===== config.mk =====
export PLATFORM = sky130hd
export DESIGN_NAME = compact_number_token_encoder_core_flat
export DESIGN_NICKNAME = d
export VERILOG_FILES = /design/src/sv/cnte_pkg.sv /design/src/sv/cnte_if.sv /design/src/sv/compact_number_token_encoder_core.sv /design/src/flat_wrapper.sv
export SDC_FILE = /design/constraint.sdc
export NUM_CORES = 1
export LEC_CHECK = 0
export BUFFER_PORTS_ARGS = -buffer_cell sky130_fd_sc_hd__buf_2
export CAP_MARGIN = 10
export CORE_MARGIN = 2
export CORE_UTILIZATION = 53
export CTS_CLUSTER_DIAMETER = 200
export DETAILED_ROUTE_END_ITERATION = 7
export GPL_TIMING_DRIVEN = 0
export PLACE_DENSITY = 0.82
export SKIP_CTS_REPAIR_TIMING = 1
export SYNTH_ARGS = -nofsm -noshare
export SYNTH_HDL_FRONTEND = slang
export SYNTH_SLANG_ARGS = --single-unit
export TNS_END_PERCENT = 20

===== constraint.sdc =====
create_clock -name clk -period 4.8 [get_ports clk]
set_input_delay 0.24 -clock clk [delete_from_list [all_inputs] [get_ports clk]]
set_output_delay 0.24 -clock clk [all_outputs]
set_load 0.005 [all_outputs]

===== src/sv/cnte_pkg.sv =====
// Package: shared tag codes and token types for the compact number token encoder.
`default_nettype none
package cnte_pkg;
	localparam int unsigned TokBytes = 9;

	localparam logic [7:0] TAG_U8  = 8'd27;
	localparam logic [7:0] TAG_U16 = 8'd28;
	localparam logic [7:0] TAG_U24 = 8'd29;
	localparam logic [7:0] TAG_U32 = 8'd30;
	localparam logic [7:0] TAG_RAW = 8'd31;
	localparam logic [7:0] TAG_NEG = 8'd32;

	localparam logic [10:0] EXP_BIAS = 11'd1023;
	localparam logic [10:0] EXP_MAX  = 11'd1054;

	typedef logic [63:0] value_t;
	typedef logic [7:0]  byte_t;
	typedef logic [3:0]  tok_len_t;

	typedef struct packed {
		logic [8*TokBytes-1:0] bytes;
		tok_len_t              len;
	} token_t;
endpackage
`default_nettype wire


===== src/sv/cnte_if.sv =====
// Interfaces: value request channel and token byte channel.
`default_nettype none
interface cnte_value_if;
	logic               valid;
	logic               ready;
	cnte_pkg::value_t   value_bits;

	modport source (output valid, output value_bits, input ready);
	modport sink   (input valid, input value_bits, output ready);
endinterface

interface cnte_byte_if;
	logic               valid;
	logic               ready;
	cnte_pkg::byte_t    out_byte;
	logic               last;

	modport source (output valid, output out_byte, output last, input ready);
	modport sink   (input valid, input out_byte, input last, output ready);
endinterface
`default_nettype wire


===== src/sv/compact_number_token_encoder_core.sv =====
// Top level: compact number token encoder, double bit pattern to 1..9 byte token.
// Pipeline: three stages (field decode, magnitude extraction, token build) plus the
// byte output register, through which each request passes in order.
// Throughput: set by the byte-wide output register, which sends one byte per accepted
// beat; one-byte tokens sustain one value per cycle while token_ch.ready stays high.
// Reset clears all stage valid bits and the output byte count; payload is not reset.
`default_nettype none
module compact_number_token_encoder_core (
	input  wire logic      clk,
	input  wire logic      arst_n,
	cnte_value_if.sink     value_ch,
	cnte_byte_if.source    token_ch
);
	import cnte_pkg::*;

	// stage 1: field decode
	logic        valid_s1;
	value_t      bits_s1;
	logic        zero_s1;
	logic        range_s1;
	logic [4:0]  sh_s1;

	// stage 2: magnitude extraction
	logic        valid_s2;
	value_t      bits_s2;
	logic        whole_s2;
	logic        neg_s2;
	logic [31:0] mag_s2;

	// stage 3: token build
	logic        valid_s3;
	token_t      tok_s3;

	// output serializer
	logic [8*TokBytes-1:0] buf_q;
	tok_len_t              cnt_q;

	logic ready_s1, ready_s2, ready_s3, load_ok;

	assign load_ok  = (cnt_q == '0) || ((cnt_q == tok_len_t'(1)) && token_ch.ready);
	assign ready_s3 = !valid_s3 || load_ok;
	assign ready_s2 = !valid_s2 || ready_s3;
	assign ready_s1 = !valid_s1 || ready_s2;
	assign value_ch.ready = ready_s1;

	// stage 1
	logic [10:0] exp_in;
	logic [51:0] frac_in;
	assign exp_in  = value_ch.value_bits[62:52];
	assign frac_in = value_ch.value_bits[51:0];

	always_ff @(posedge clk or negedge arst_n) begin
		if (!arst_n) begin
			valid_s1 <= 1'b0;
		end else if (ready_s1) begin
			valid_s1 <= value_ch.valid;
		end
	end

	always_ff @(posedge clk) begin
		if (ready_s1 && value_ch.valid) begin
			bits_s1  <= value_ch.value_bits;
			zero_s1  <= (exp_in == '0) && (frac_in == '0);
			range_s1 <= (exp_in >= EXP_BIAS) && (exp_in <= EXP_MAX);
			sh_s1    <= 5'(exp_in - EXP_BIAS);
		end
	end

	// stage 2
	logic [52:0] sig;
	logic [5:0]  drop;
	logic [52:0] low_mask;
	logic        low_zero;
	logic [31:0] mag_c;
	assign sig      = {1'b1, bits_s1[51:0]};
	assign drop     = 6'd52 - {1'b0, sh_s1};
	assign low_mask = (53'd1 << drop) - 53'd1;
	assign low_zero = (sig & low_mask) == '0;
	assign mag_c    = sig[52:21] >> (~sh_s1);

	always_ff @(posedge clk or negedge arst_n) begin
		if (!arst_n) begin
			valid_s2 <= 1'b0;
		end else if (ready_s2) begin
			valid_s2 <= valid_s1;
		end
	end

	always_ff @(posedge clk) begin
		if (ready_s2 && valid_s1) begin
			bits_s2  <= bits_s1;
			whole_s2 <= zero_s1 || (range_s1 && low_zero);
			neg_s2   <= bits_s1[63] && !zero_s1;
			mag_s2   <= zero_s1 ? '0 : mag_c;
		end
	end

	// stage 3
	token_t tok_c;
	byte_t  sign_tag;
	always_comb begin
		sign_tag = neg_s2 ? TAG_NEG : '0;
		tok_c    = '{bytes: '0, len: tok_len_t'(TokBytes)};
		if (!whole_s2) begin
			tok_c.bytes = {bits_s2, TAG_RAW};
			tok_c.len   = tok_len_t'(TokBytes);
		end else if (mag_s2 < 32'd27) begin
			tok_c.bytes = {64'd0, sign_tag | mag_s2[7:0]};
			tok_c.len   = tok_len_t'(1);
		end else if (mag_s2 < 32'd256) begin
			tok_c.bytes = {32'd0, mag_s2, sign_tag | TAG_U8};
			tok_c.len   = tok_len_t'(2);
		end else if (mag_s2 < 32'd65536) begin
			tok_c.bytes = {32'd0, mag_s2, sign_tag | TAG_U16};
			tok_c.len   = tok_len_t'(3);
		end else if (mag_s2 < 32'h0100_0000) begin
			tok_c.bytes = {32'd0, mag_s2, sign_tag | TAG_U24};
			tok_c.len   = tok_len_t'(4);
		end else begin
			tok_c.bytes = {32'd0, mag_s2, sign_tag | TAG_U32};
			tok_c.len   = tok_len_t'(5);
		end
	end

	always_ff @(posedge clk or negedge arst_n) begin
		if (!arst_n) begin
			valid_s3 <= 1'b0;
		end else if (ready_s3) begin
			valid_s3 <= valid_s2;
		end
	end

	always_ff @(posedge clk) begin
		if (ready_s3 && valid_s2) begin
			tok_s3 <= tok_c;
		end
	end

	// output serializer: load a whole token, shift out one byte per accepted beat
	always_ff @(posedge clk or negedge arst_n) begin
		if (!arst_n) begin
			cnt_q <= '0;
		end else if (load_ok && valid_s3) begin
			cnt_q <= tok_s3.len;
		end else if (token_ch.valid && token_ch.ready) begin
			cnt_q <= cnt_q - tok_len_t'(1);
		end
	end

	always_ff @(posedge clk) begin
		if (load_ok && valid_s3) begin
			buf_q <= tok_s3.bytes;
		end else if (token_ch.valid && token_ch.ready) begin
			buf_q <= buf_q >> 8;
		end
	end

	assign token_ch.valid    = cnt_q != '0;
	assign token_ch.out_byte = buf_q[7:0];
	assign token_ch.last     = cnt_q == tok_len_t'(1);
endmodule
`default_nettype wire


===== src/flat_wrapper.sv =====
// flat-port wrapper written by rule: the top's interface ports become plain ports
module compact_number_token_encoder_core_flat import cnte_pkg::*;
  (clk, arst_n, value_ch_valid, value_ch_value_bits, value_ch_ready, token_ch_valid, token_ch_out_byte, token_ch_last, token_ch_ready);
  cnte_value_if value_ch_i ();
  cnte_byte_if token_ch_i ();
  input  wire logic clk;
  input  wire logic arst_n;
  input wire logic [$bits(value_ch_i.valid)-1:0] value_ch_valid;
  input wire logic [$bits(value_ch_i.value_bits)-1:0] value_ch_value_bits;
  output wire logic [$bits(value_ch_i.ready)-1:0] value_ch_ready;
  output wire logic [$bits(token_ch_i.valid)-1:0] token_ch_valid;
  output wire logic [$bits(token_ch_i.out_byte)-1:0] token_ch_out_byte;
  output wire logic [$bits(token_ch_i.last)-1:0] token_ch_last;
  input wire logic [$bits(token_ch_i.ready)-1:0] token_ch_ready;
  assign value_ch_i.valid = value_ch_valid;
  assign value_ch_i.value_bits = value_ch_value_bits;
  assign value_ch_ready = value_ch_i.ready;
  assign token_ch_valid = token_ch_i.valid;
  assign token_ch_out_byte = token_ch_i.out_byte;
  assign token_ch_last = token_ch_i.last;
  assign token_ch_i.ready = token_ch_ready;
  compact_number_token_encoder_core u_core (.clk(clk), .arst_n(arst_n), .value_ch(value_ch_i), .token_ch(token_ch_i));
endmodule

==> out/results.txt <==
For the Yosys warning count, the log shows 0. The run gives 5.315 mW as the cell internal power dissipation. Final net count: 1318. The checks that failed: design-rule violations.

For the starting density of the core, the log shows 54.06%. The total of buffers placed on input and output ports came out at 78. The proportion of synthesized flip-flops having asynchronous set or reset was 2.160%; the via count of the first global-routing pass was 8779. The count of flip-flops with a built-in enable after synthesis came out at 317.

The worst-case IR drop observed on VDD is 291.9 uV. The logs give 34.47 mm for the wire length reported by the detailed router and 0 for the number of max-slew violations in the final report. Setup repair after global routing left no endpoint under its margin. The clock passes through at most 3 buffers. Measured against its own limit, the worst slew margin works out to 53.97%.

In this run the cell area measured after placement is 15060 um2. The number of distinct library cells after synthesis is 64, and the post-synthesis instance area is 14130 um2. At the worst endpoint, the required time is 5.03 ns. Dividing the final minimum period by the clock period gives 56.82%. Number of inserted diodes: 0. The main combinational cell family by area after synthesis is simple AND/OR/NAND/NOR gates. For the final routed database, the setup TNS stands at 0 ns.

The ratio of total power to cell area works out to 435.0 nW/um2. The largest net degree at the start of global routing was 72; the final cell area excluding filler cells was 16650 um2. The sum of net half-perimeters after detailed placement was 24.08 mm; the number of buffer and inverter stages on the critical path was 3.

Summing over every cut layer, the via total after detailed routing is 9394. During I/O placement, the number of pins put on the boundary was 79. The tool flagged a number of max-cap violations equal to 0. Of the total synthesized cell area, the portion taken by XOR and XNOR cells is 0.1860%.

The prevailing post-synth register cell was sky130_fd_sc_hd__edfxtp_1. Number of antenna violations at the first check in global routing: 0. Clock tree synthesis found a total of 324 sinks.

TritonCTS built the clock tree. The maximum fanout count along the critical path was 50; the switching power summed over all nets was 1.928 mW. Based on the critical path, the design can be clocked at up to 366.7 MHz. The average instance in the mapped netlist occupies 13.33 um2. Data on the critical path arrives at its endpoint at 2.96 ns.

Summed over all layers, the global routing overflow is 0. The detailed-router iteration count before antenna repair is 7, and the switching part of the total is 26.62%. The cell at the root of the clock tree is sky130_fd_sc_hd__clkbuf_16.

In this run the horizontal extent of the chip is 167.3 um. The run gives 0.56 ns as the worst-skew pair later-pin latency. The worst setup path is launched from a flip-flop. The post-route minimum period came out at 2.727 ns. The power share of the clock group is 31.1%. The slew at the pin closest to its max-slew limit was 0.6863 ns; the adder and majority cell fraction of the synthesized area was 0.6997%. The worst hold path belongs to the class in -> async. Clock-pin slew was measured on the worst setup and hold paths at 0.06 ns. In the routed design, unresolved DRC markers number 3. On the critical path, the stage with the largest delay is an instance of sky130_fd_sc_hd__clkbuf_1. Number of DRC markers in iteration 0: 912. The signal on the critical path passes through inv_1, ha_1, a21oi_1, nor3_1, clkbuf_1, nand2b_1, and2_4, buf_16. At the end of routability-driven placement, the weighted congestion stood at 0.9506. The H-tree level count is 1, and the fraction of layout cells with a size suffix above 1 is 15.86%. Summing the areas of all and, or, nand and nor instances in the mapped netlist gives 14.51% of the synthesized area. For the fraction of power consumed by combinational cells, the log shows 16.2%.

For the sequential-to-total area share from yosys stat, the log shows 68.63%. The flow ran to the end, but the final reports show violations. The run gives 1060 as the number of instances in the synthesized netlist. In this design, the largest share of critical-path delay is due to simple AND/OR/NAND/NOR gates.

The growth of design area from synthesis to finish was 17.89%; the number of routed nets with antenna violations was 0. For the hold violation total from the final report, the log shows 0. The class of the most critical setup path was reg -> reg. The multiplexer fraction of the synthesized cell area works out to 6.165%. On the final layout, the worst hold slack is 0.05686 ns. For the final database, setup skew stands at 0.02328 ns. The completed layout was analyzed and its total power is 7.244 mW. The TritonCTS buffer count is 31. The floorplan step defined a core boundary enclosing 26130 um2. The compound-cell area share of the yosys netlist was 6.873%. The first global-routing pass estimated 50.95 mm of wire. The number of synthesized register bits was 324.

The cell leakage power is 6.056 nW, and the standard-cell row count is 59. The final-report setup violation count was 0; the global-route total usage across every layer was 23.84%. Of the total power, registers draw 52.7%. In the routed layout, each cell is associated on average with a via count of 5.864. The overall die area is 27970 um2, and the height of the die is 167.3 um. The largest single stage delay on the critical path is 0.45 ns.

The worst setup path is captured at a flip-flop. After detailed routing, the average wire length per cell comes to 21.51 um.
-- power by group through the flow --
stage                     combinational (mW)  sequential (mW)  clock [mW]
after detailed placement                1.12             3.86           0
after CTS                               1.13             3.81        2.27
after floorplan                        0.770             3.79           0
after global placement                  1.06             3.88           0
after global routing                    1.30             3.84        2.38
final                                   1.18             3.81        2.25
-- worst register-to-register path, stage by stage (launching register included) --
cell and delay, ns:
sky130_fd_sc_hd__dfrtp_1 0.43, sky130_fd_sc_hd__inv_1 0.11, sky130_fd_sc_hd__ha_1 0.17, sky130_fd_sc_hd__a21oi_1 0.04, sky130_fd_sc_hd__nor3_1 0.27, sky130_fd_sc_hd__clkbuf_1 0.45
sky130_fd_sc_hd__nand2b_1 0.19, sky130_fd_sc_hd__and2_4 0.41, sky130_fd_sc_hd__buf_16 0.30
-- per-stage QoR --
stage	instances	util [%]	worst slack [ns]
floorplan	1062	-	1.023
global placement	1475	57.18	0.06834
detailed placement	1479	57.65	2.063
CTS	1536	61.20	2.051
global route	1602	63.73	1.857
finish	1602	63.73	2.073
-- final timing paths --
| check | startpoint | endpoint | slack [ns] | depth (start not counted) |
|---|---|---|---|---|
| worst min register to register | u_core.bits_s1[52] | u_core.bits_s2[52] | 0.42 | 0 |
| worst max-delay path | u_core.cnt_q[0] | u_core.tok_s3[47] | 2.07 | 8 |
| worst min-delay path | arst_n | u_core.cnt_q[3] | 0.06 | 2 |
| max in group asynchronous | arst_n | u_core.valid_s2 | 4.58 | 2 |
| min in group clk | token_ch_ready | u_core.cnt_q[3] | 0.31 | 3 |
| worst max register to register | u_core.cnt_q[0] | u_core.tok_s3[47] | 2.07 | 8 |
-- cells by family (layout without fill, tap and decap cells) --
kind of cell               Yosys count  count (layout)
and+or+nand+nor                    448             448
DFF                                324             324
muxes                               51              51
adders and majority gates            8               8
xor gates and xnor gates             3               3
other                                2               4
AOI/OAI and AO/OA                  139             139
buffers and inverters               85             290
-- placed cells by master, fill, tap and decap left out, types with 9 or more instances in the layout --
cell type and n:
sky130_fd_sc_hd__mux2i_1 15, sky130_fd_sc_hd__o21ai_0 16, sky130_fd_sc_hd__mux4_2 28, sky130_fd_sc_hd__nor2_1 46, sky130_fd_sc_hd__edfxtp_1 317, sky130_fd_sc_hd__clkbuf_1 40
sky130_fd_sc_hd__buf_4 15, sky130_fd_sc_hd__nor3_1 10, sky130_fd_sc_hd__dlygate4sd3_1 66, sky130_fd_sc_hd__o21ai_1 9, sky130_fd_sc_hd__nand3_1 26, sky130_fd_sc_hd__nor2b_1 42
sky130_fd_sc_hd__clkbuf_16 31, sky130_fd_sc_hd__a21oi_1 24, sky130_fd_sc_hd__nand2_1 255, sky130_fd_sc_hd__nor4_1 18, sky130_fd_sc_hd__a31oi_1 13, sky130_fd_sc_hd__buf_2 90
sky130_fd_sc_hd__and3_1 11, sky130_fd_sc_hd__clkinv_1 10, sky130_fd_sc_hd__inv_1 12, sky130_fd_sc_hd__a22o_1 30, sky130_fd_sc_hd__nand2b_1 10
-- cell type report --
| cell class | instances | area [um2] |
|---|---|---|
| Clock inverter | 19 | 126.4 |
| Fill cell | 1898 | 9479 |
| Inverter | 18 | 70.07 |
| Clock buffer | 38 | 802.0 |
| Tap cell | 335 | 419.2 |
| Sequential cell | 324 | 9694 |
| Multi-Input combinational cell | 653 | 4043 |
| Timing Repair Buffer | 148 | 1161 |
| Buffer | 67 | 337.8 |
-- layer usage --
layer  global-route usage [%]  routed length (um)  up-vias  part of all wire, %
met4                    9.641                1454        0                  4.2
met3                    2.789                2567       95                  7.4
met2                    39.22               16800      459                   49
met1                    32.85               13640     4533                   40
met5                        0                   0        -                    0
li1                         -                   -     4307                    -
-- sequential cells by signal, summed over array words and instances (netlist names) --
name,count
u_core.range_s1,1
u_core.tok_s3,76
u_core.valid_s1,1
u_core.neg_s2,1
u_core.mag_s2,32
u_core.bits_s1,64
u_core.zero_s1,1
u_core.cnt_q,4
u_core.bits_s2,64
u_core.buf_q,72
u_core.sh_s1,5
u_core.valid_s2,1
u_core.whole_s2,1
u_core.valid_s3,1
-- synth_stat cells, types with 3 or more instances --
cell | n | area (um2)
sky130_fd_sc_hd__edfxtp_1 | 317 | 9519
sky130_fd_sc_hd__nand2_1 | 255 | 957.2
sky130_fd_sc_hd__nor2_1 | 46 | 172.7
sky130_fd_sc_hd__nor2b_1 | 42 | 262.8
sky130_fd_sc_hd__clkbuf_1 | 33 | 123.9
sky130_fd_sc_hd__a22o_1 | 30 | 262.8
sky130_fd_sc_hd__mux4_2 | 28 | 630.6
sky130_fd_sc_hd__nand3_1 | 26 | 130.1
sky130_fd_sc_hd__a21oi_1 | 24 | 120.1
sky130_fd_sc_hd__nor4_1 | 18 | 112.6
sky130_fd_sc_hd__o21ai_0 | 16 | 80.08
sky130_fd_sc_hd__buf_4 | 15 | 112.6
sky130_fd_sc_hd__mux2i_1 | 15 | 150.1
sky130_fd_sc_hd__a31oi_1 | 13 | 81.33
sky130_fd_sc_hd__buf_2 | 12 | 60.06
sky130_fd_sc_hd__inv_1 | 12 | 45.04
sky130_fd_sc_hd__and3_1 | 11 | 68.82
sky130_fd_sc_hd__nand2b_1 | 10 | 62.56
sky130_fd_sc_hd__nor3_1 | 10 | 50.05
sky130_fd_sc_hd__o21ai_1 | 9 | 45.04
sky130_fd_sc_hd__mux2_2 | 8 | 90.09
sky130_fd_sc_hd__a211oi_1 | 7 | 52.55
sky130_fd_sc_hd__dfrtp_1 | 7 | 175.2
sky130_fd_sc_hd__ha_1 | 7 | 87.58
sky130_fd_sc_hd__o211ai_1 | 7 | 52.55
sky130_fd_sc_hd__or4_1 | 7 | 52.55
sky130_fd_sc_hd__a22oi_1 | 6 | 45.04
sky130_fd_sc_hd__and2_1 | 6 | 37.54
sky130_fd_sc_hd__buf_1 | 5 | 18.77
sky130_fd_sc_hd__inv_2 | 5 | 18.77
sky130_fd_sc_hd__nand4_1 | 5 | 31.28
sky130_fd_sc_hd__o21a_1 | 5 | 37.54
sky130_fd_sc_hd__nor3b_1 | 3 | 22.52
sky130_fd_sc_hd__o2111ai_1 | 3 | 26.28
Note: power is estimated with default switching activity, not from simulation.
